$ cat src/rtl/eca_pkg.sv
// Package for the elementary cellular automaton block.
// Holds the word types of both channels, the cell control struct and fixed widths.
// No dependencies.
package eca_pkg;

    localparam int RULE_W = 8;
    localparam int IDX_W  = 6;
    localparam int ROW_W  = 64;
    localparam int CNT_W  = 7;
    localparam int GRP_W  = 8;
    localparam int GRP_N  = ROW_W / GRP_W;
    localparam int GCNT_W = $clog2(GRP_W + 1);

    localparam logic [RULE_W-1:0] RULE_RESET = 8'd30;

    typedef enum logic {
        REQ_SEED   = 1'b0,
        REQ_EVOLVE = 1'b1
    } eca_req_t;

    typedef struct packed {
        logic             req_type;
        logic [IDX_W-1:0] cell_index;
    } eca_in_t;

    typedef struct packed {
        logic [ROW_W-1:0] row_bits;
        logic [CNT_W-1:0] active_count;
        logic [CNT_W-1:0] cell_total;
    } eca_out_t;

    typedef struct packed {
        logic seed;
        logic evolve;
    } eca_ctl_t;

endpackage

$ cat src/rtl/elementary_cellular_automaton.sv
// Elementary cellular automaton: a cyclic row of cells evolved by a Wolfram rule.
// An accepted word passes through the cell row, stage 2 and the output register.
// Throughput: one word per cycle while the output is not stalled; every cell updates in parallel.
// Reset (synchronous, active low) clears the row and all totals, empties the
// pipeline and loads rule 30. Depends on eca_pkg, eca_cell and eca_grp_count.
module elementary_cellular_automaton import eca_pkg::*; #(
    parameter int CELL_COUNT = 64,
    parameter int TOTAL_BITS = 7
) (
    input  logic              aclk,
    input  logic              aresetn,
    input  logic              cfg_wr_en,
    input  logic [RULE_W-1:0] cfg_wr_data,
    input  logic              s_valid,
    output logic              s_ready,
    input  eca_in_t           s_data,
    output logic              m_valid,
    input  logic              m_ready,
    output eca_out_t          m_data
);

    // The middle cell is the one a seed word lights.
    localparam int MID_CELL = (CELL_COUNT - 1) / 2;
    localparam int SEL_W    = $clog2(CELL_COUNT);
    localparam logic [IDX_W:0] CELL_LIM = (IDX_W + 1)'(CELL_COUNT);

    // The whole pipeline moves as one: it advances whenever the output register
    // is empty or is being drained. Cells only change on an accepted word, so a
    // stall freezes the row along with everything downstream of it.
    logic advance;
    logic accept;

    logic [RULE_W-1:0] rule_reg;

    // Stage 1 is the cell row itself plus the word's bookkeeping.
    logic             p1_valid_reg;
    logic [IDX_W-1:0] p1_sel_reg;

    // Stage 2 holds a snapshot of the row, per-group counts and the chosen total.
    logic             p2_valid_reg;
    logic [ROW_W-1:0] p2_row_reg;
    logic [CNT_W-1:0] p2_total_reg;
    logic [GCNT_W-1:0] grp_cnt [GRP_N];

    logic     m_valid_reg;
    eca_out_t m_data_reg;

    eca_ctl_t               cell_ctl;
    logic [CELL_COUNT-1:0]  row_now;
    logic [TOTAL_BITS-1:0]  cell_tot [CELL_COUNT];
    logic [CNT_W-1:0]       cell_tot_w [CELL_COUNT];
    logic [ROW_W-1:0]       row_pad;
    logic [CNT_W-1:0]       total_sel;
    logic [CNT_W-1:0]       count_sum;

    assign advance = !m_valid_reg || m_ready;
    assign s_ready = advance;
    assign accept  = s_valid && advance;

    assign cell_ctl.seed   = accept && (s_data.req_type == REQ_SEED);
    assign cell_ctl.evolve = accept && (s_data.req_type == REQ_EVOLVE);

    always_ff @(posedge aclk) begin
        if (!aresetn) begin
            rule_reg <= RULE_RESET;
        end else if (cfg_wr_en) begin
            rule_reg <= cfg_wr_data;
        end
    end

    // The row of cells. Cell i sees cell i-1 on its left and cell i+1 on its
    // right; both ends wrap around.
    for (genvar i = 0; i < CELL_COUNT; i++) begin : g_cell
        eca_cell #(
            .TOTAL_BITS (TOTAL_BITS),
            .IS_MID     (i == MID_CELL)
        ) u_cell (
            .aclk      (aclk),
            .aresetn   (aresetn),
            .ctl       (cell_ctl),
            .rule      (rule_reg),
            .left_bit  (row_now[(i + CELL_COUNT - 1) % CELL_COUNT]),
            .right_bit (row_now[(i + 1) % CELL_COUNT]),
            .state_bit (row_now[i]),
            .total     (cell_tot[i])
        );

        // The reported total is the low bits of the count, zero-extended when
        // the count is narrower than the result field.
        if (TOTAL_BITS >= CNT_W) begin : g_trunc
            assign cell_tot_w[i] = cell_tot[i][CNT_W-1:0];
        end else begin : g_ext
            assign cell_tot_w[i] = {{(CNT_W - TOTAL_BITS){1'b0}}, cell_tot[i]};
        end
    end

    // Bits beyond the row read as zero in the result.
    for (genvar j = 0; j < ROW_W; j++) begin : g_pad
        if (j < CELL_COUNT) begin : g_live
            assign row_pad[j] = row_now[j];
        end else begin : g_zero
            assign row_pad[j] = 1'b0;
        end
    end

    // A selected cell beyond the row reports zero.
    always_comb begin
        total_sel = '0;
        if ({1'b0, p1_sel_reg} < CELL_LIM) begin
            total_sel = cell_tot_w[p1_sel_reg[SEL_W-1:0]];
        end
    end

    always_ff @(posedge aclk) begin
        if (!aresetn) begin
            p1_valid_reg <= 1'b0;
            p2_valid_reg <= 1'b0;
        end else if (advance) begin
            p1_valid_reg <= s_valid;
            p2_valid_reg <= p1_valid_reg;
        end
    end

    always_ff @(posedge aclk) begin
        if (advance) begin
            p1_sel_reg   <= s_data.cell_index;
            p2_row_reg   <= row_pad;
            p2_total_reg <= total_sel;
        end
    end

    // Active cells are counted in two steps: per group into stage 2, then the
    // group counts are summed into the output register.
    for (genvar g = 0; g < GRP_N; g++) begin : g_grp
        eca_grp_count u_grp (
            .aclk    (aclk),
            .en      (advance),
            .bits_in (row_pad[g*GRP_W +: GRP_W]),
            .count   (grp_cnt[g])
        );
    end

    always_comb begin
        count_sum = '0;
        for (int g = 0; g < GRP_N; g++) begin
            count_sum = count_sum + CNT_W'(grp_cnt[g]);
        end
    end

    always_ff @(posedge aclk) begin
        if (!aresetn) begin
            m_valid_reg <= 1'b0;
        end else if (advance) begin
            m_valid_reg <= p2_valid_reg;
        end
    end

    always_ff @(posedge aclk) begin
        if (advance) begin
            m_data_reg.row_bits     <= p2_row_reg;
            m_data_reg.active_count <= count_sum;
            m_data_reg.cell_total   <= p2_total_reg;
        end
    end

    assign m_valid = m_valid_reg;
    assign m_data  = m_data_reg;

    // A seed word leaves exactly the middle cell lit.
    a_seed_row: assert property (@(posedge aclk) disable iff (!aresetn)
        (accept && (s_data.req_type == REQ_SEED)) |=>
            (row_now == (CELL_COUNT'(1) << MID_CELL)))
        else $error("seed did not leave only the middle cell active");

    // While input is held off, the row must not move.
    a_stall_row: assert property (@(posedge aclk) disable iff (!aresetn)
        !accept |=> $stable(row_now))
        else $error("row changed without an accepted word");

    // A reported count never exceeds the row length.
    a_count_range: assert property (@(posedge aclk) disable iff (!aresetn)
        m_valid |-> (m_data.active_count <= CNT_W'(CELL_COUNT)))
        else $error("active count beyond row length");

    // The reported count agrees with the reported row.
    a_count_match: assert property (@(posedge aclk) disable iff (!aresetn)
        m_valid |-> (m_data.active_count == CNT_W'($countones(m_data.row_bits))))
        else $error("active count disagrees with row bits");

endmodule

$ cat src/rtl/eca_cell.sv
// One cell of the automaton row: its state bit and saturating activity total.
// Depends on eca_pkg for the control struct and rule width.
module eca_cell import eca_pkg::*; #(
    parameter int TOTAL_BITS = 7,
    parameter bit IS_MID     = 1'b0
) (
    input  logic                  aclk,
    input  logic                  aresetn,
    input  eca_ctl_t              ctl,
    input  logic [RULE_W-1:0]     rule,
    input  logic                  left_bit,
    input  logic                  right_bit,
    output logic                  state_bit,
    output logic [TOTAL_BITS-1:0] total
);

    logic                  state_reg, state_next;
    logic [TOTAL_BITS-1:0] total_reg, total_next;
    logic [2:0]            pattern;

    assign pattern = {left_bit, state_reg, right_bit};

    always_comb begin
        state_next = state_reg;
        total_next = total_reg;
        if (ctl.seed) begin
            state_next = IS_MID;
            total_next = TOTAL_BITS'(IS_MID);
        end else if (ctl.evolve) begin
            state_next = rule[pattern];
            if (rule[pattern] && (total_reg != {TOTAL_BITS{1'b1}})) begin
                total_next = total_reg + TOTAL_BITS'(1);
            end
        end
    end

    always_ff @(posedge aclk) begin
        if (!aresetn) begin
            state_reg <= 1'b0;
            total_reg <= '0;
        end else begin
            state_reg <= state_next;
            total_reg <= total_next;
        end
    end

    assign state_bit = state_reg;
    assign total     = total_reg;

endmodule

$ cat src/rtl/eca_grp_count.sv
// Registered population count of one group of row bits.
// Depends on eca_pkg for the group widths.
module eca_grp_count import eca_pkg::*; (
    input  logic              aclk,
    input  logic              en,
    input  logic [GRP_W-1:0]  bits_in,
    output logic [GCNT_W-1:0] count
);

    logic [GCNT_W-1:0] count_reg, count_next;

    always_comb begin
        count_next = '0;
        for (int i = 0; i < GRP_W; i++) begin
            count_next = count_next + GCNT_W'(bits_in[i]);
        end
    end

    always_ff @(posedge aclk) begin
        if (en) begin
            count_reg <= count_next;
        end
    end

    assign count = count_reg;

endmodule

$ cat config.mk
export PLATFORM = sky130hd
export DESIGN_NAME = elementary_cellular_automaton
export DESIGN_NICKNAME = d
export VERILOG_FILES = /design/src/rtl/eca_pkg.sv /design/src/rtl/elementary_cellular_automaton.sv /design/src/rtl/eca_cell.sv /design/src/rtl/eca_grp_count.sv
export SDC_FILE = /design/constraint.sdc
export NUM_CORES = 2
export LEC_CHECK = 0
export BUFFER_PORTS_ARGS = -buffer_cell sky130_fd_sc_hd__buf_2
export CAP_MARGIN = 30
export CORE_MARGIN = 10
export CORE_UTILIZATION = 63
export CTS_CLUSTER_DIAMETER = 150
export CTS_CLUSTER_SIZE = 30
export DETAILED_ROUTE_END_ITERATION = 6
export GPL_TIMING_DRIVEN = 0
export PLACE_DENSITY = 0.8
export REMOVE_ABC_BUFFERS = 1
export SYNTH_ARGS = -nofsm -noshare
export SYNTH_HDL_FRONTEND = slang
export SYNTH_SLANG_ARGS = --single-unit
export TNS_END_PERCENT = 5
$ cat constraint.sdc
create_clock -name aclk -period 5.9 [get_ports aclk]
set_input_delay 0.59 -clock aclk [delete_from_list [all_inputs] [get_ports aclk]]
set_output_delay 0.59 -clock aclk [all_outputs]
set_load 0.02 [all_outputs]
==> metrics.txt <==
Synth async-reset ratio 0%; Tot GR Track Use 25.7%; synth top area cells dfxtp_1, edfxtp_1, mux4_2; starting density of the core 63.9%; vias in the first global route 27.2k; number of max-cap violations 0; Root Buffer clkbuf_16; fin cells 4,331; Placed Area 0.0399 mm^2; Synth top area share 27.1%; crit end category register; Post-synth EDFFs 187; fin crit period 4.16 ns; worst clock skew 0.0274 ns; hold path startpoint s_data[4]; most used cell, CP fa_1; GPL Wtd Cong 0.893; Yosys cell types 64; crit path max-delay cell type fa_1; commonest register cell after synthesis dfxtp_1; flops & latches, synth 710; pin count of the biggest net entering global routing 126; Pleak 14.6 nW; detailed-route wire length per cell 21.6 um; Critical Path Max Stage Delay 0.57 ns; Worst-Margin Slew 0.979 ns; clk buf depth 3; PwrDens 220 mW/mm^2; Die H 268 um; RSZ-0062 raised after global routing no; FMAX 0.240 GHz; CTS clk-pin slew, worst paths 0.12 ns; first-pass GRT wire length 148 mm; Hold WC Path Type input pin to register; worst setup margin 1.74 ns; PostCTS Resize Cnt 0; # rows 90; ratio of cells with drive above 1 in the final layout 15.5%; final instance area 0.0407 mm^2; synth warn 0; clock tree sinks 710; Setup Fix Bufs, Post-CTS 0; Worst R2R Start g_grp[0].u_grp.count[2]$_DFFE_PN_; Synth area leader dfxtp_1; Layout Utilization 67.3%; Clock Latency Late Sink 0.63 ns; Antenna Nets Post-Route 0; Vias 28.7k; critical path, cell by cell inv_1, fa_1, inv_1, fa_1, fa_1, inv_1, fa_1, inv_1, ha_1, fa_1, a21o_1, a21o_1; Post-DP HPWL 66.7 mm; Worst Setup SP g_grp[0].u_grp.count[2]$_DFFE_PN_; WS Path Type register to register; CTS tree yes; fin nets 3,700; drt first pass iters 7; failing checks design-rule violations; initial antenna violation count 2; Initial DRC Count 2,612; Mean Syn Cell Area 10.7 um^2; post-route setup TNS 0 ns; synthesis-to-layout area growth 5.32%; Hold WS 0.139 ns; cts hold-fix bufs 0; Final Hold Fails 0; outcome complete, but fails checks; Die ar. 0.0716 mm^2; IO Pins 100; CTS H-tree depth 1; Tot Pwr 8.96 mW; routed vias/inst 6.62; flip-flop count of the largest register after layout 448; sequential share of the synthesized area 41.7%; # diodes 0; final WL 93.5 mm; final slew viol count 0; cell count after synthesis 3,615; Remaining DRCs 1; GRT Residual Overflow 0; Die Width 268 um; relative slew slack 34.8%; r2r setup slk 1.74 ns; Req. time, crit path 6.26 ns; Placed Cells incl. Taps 4,282; Arrival @ worst endpoint 4.52 ns; CP max FO 2; Peak supply drop 0.288 mV; Final period util 70.5%; Final Setup Violations 0; pre-CTS setup slack 1.83 ns; port bufs 99; core area 0.0605 mm^2; Worst setup SP type register; synthesized area 0.0386 mm^2; CTS Buf Count 27
## cells in the final DEF (no fill, tap or decap), drive strengths merged, types with 12 or more instances in the layout
master | synthesis | final
dfxtp | 523 | 523
nand3 | 293 | 293
nand2 | 261 | 261
mux4 | 240 | 240
nor2 | 230 | 230
a21oi | 201 | 201
edfxtp | 187 | 187
inv | 173 | 174
o21ai | 174 | 174
buf | 213 | 145
or3 | 101 | 101
nand4 | 98 | 98
ha | 95 | 95
mux2i | 93 | 93
xnor2 | 81 | 81
and3 | 65 | 65
xor2 | 64 | 64
fa | 55 | 55
nand2b | 53 | 53
clkbuf | 46 | 47
mux2 | 43 | 43
o21a | 41 | 41
or4 | 29 | 29
nor3 | 29 | 29
and4 | 26 | 26
and2 | 26 | 26
a41oi | 24 | 24
nor4 | 20 | 20
o211ai | 16 | 16
a41o | 14 | 14
nor2b | 12 | 12
## report_power, final
group          internal, mW  switching, mW  total [mW]
combinational         0.513          0.748        1.26
clock                 0.884           1.51        2.39
sequential             5.15          0.160        5.31
total                  6.55           2.42        8.96
## cell type report
class / instances / area (um^2)
multi-input cells: 2472 / 20600
fillers: 4386 / 19800
flip-flops and latches: 710 / 16100
repair buffers: 145 / 1600
well taps: 782 / 978
clock buffers: 47 / 751
inverters: 174 / 661
clock inverters: 1 / 11.3
## cell usage after synthesis (all sizes together) (2+ instances only)
cell type  number
o31ai           3
o22ai          10
o211ai         16
buf           213
nand4          98
a311oi          2
a211oi         11
nand3         293
o21ai         174
o221ai         10
and3           65
a41oi          24
a31oi           3
a21o            8
a41o           14
clkbuf         46
nor2          230
fa             55
a32o            2
and4           26
a22o            5
nand4b          7
and2           26
mux2           43
xor2           64
ha             95
dfxtp         523
mux4          240
nor3           29
a21oi         201
a221oi          8
o22a            2
nor4           20
nor4b           5
mux2i          93
nand2b         53
o21a           41
inv           173
or4            29
or3           101
edfxtp        187
nand2         261
xnor2          81
nor2b          12
a22oi           7
## cells by family after synthesis
logic type / count (synthesis) / share of synthesized area [%]
AND/OR/NAND/NOR: 1256 / 17.5
flip-flops: 710 / 41.7
AO/OA/AOI/OAI: 545 / 8.41
buffers and inverters: 433 / 5.16
multiplexers: 376 / 18.0
adder cells (fa/ha/maj): 150 / 5.93
XOR/XNOR: 145 / 3.29
## worst paths after layout
kind | end | cells after the start
worst max register to register | m_data[13]$_DFFE_PN_ | 12
worst min-delay path | p1_sel_reg[4]$_DFFE_PN_ | 1
worst max-delay path | m_data[13]$_DFFE_PN_ | 12
worst min register to register | m_data[45]$_DFFE_PN_ | 0
## worst max-delay path, delay by kind of cell, from the launching register on
kind	cells	cell delay (ns)
flip-flops	1	0.35
buffers and inverters	4	0.24
AO/OA/AOI/OAI	2	0.44
adder cells (fa/ha/maj)	6	2.87
## layer usage
metal	GRT usage, %	vias up	share of wire (%)
li1	-	13180	-
met1	34.4	14091	41
met2	42.3	1198	48
met3	3.79	203	8.3
met4	8.66	2	3.5
met5	0.781	-	0.082
Power figures use the tool's default switching activity.
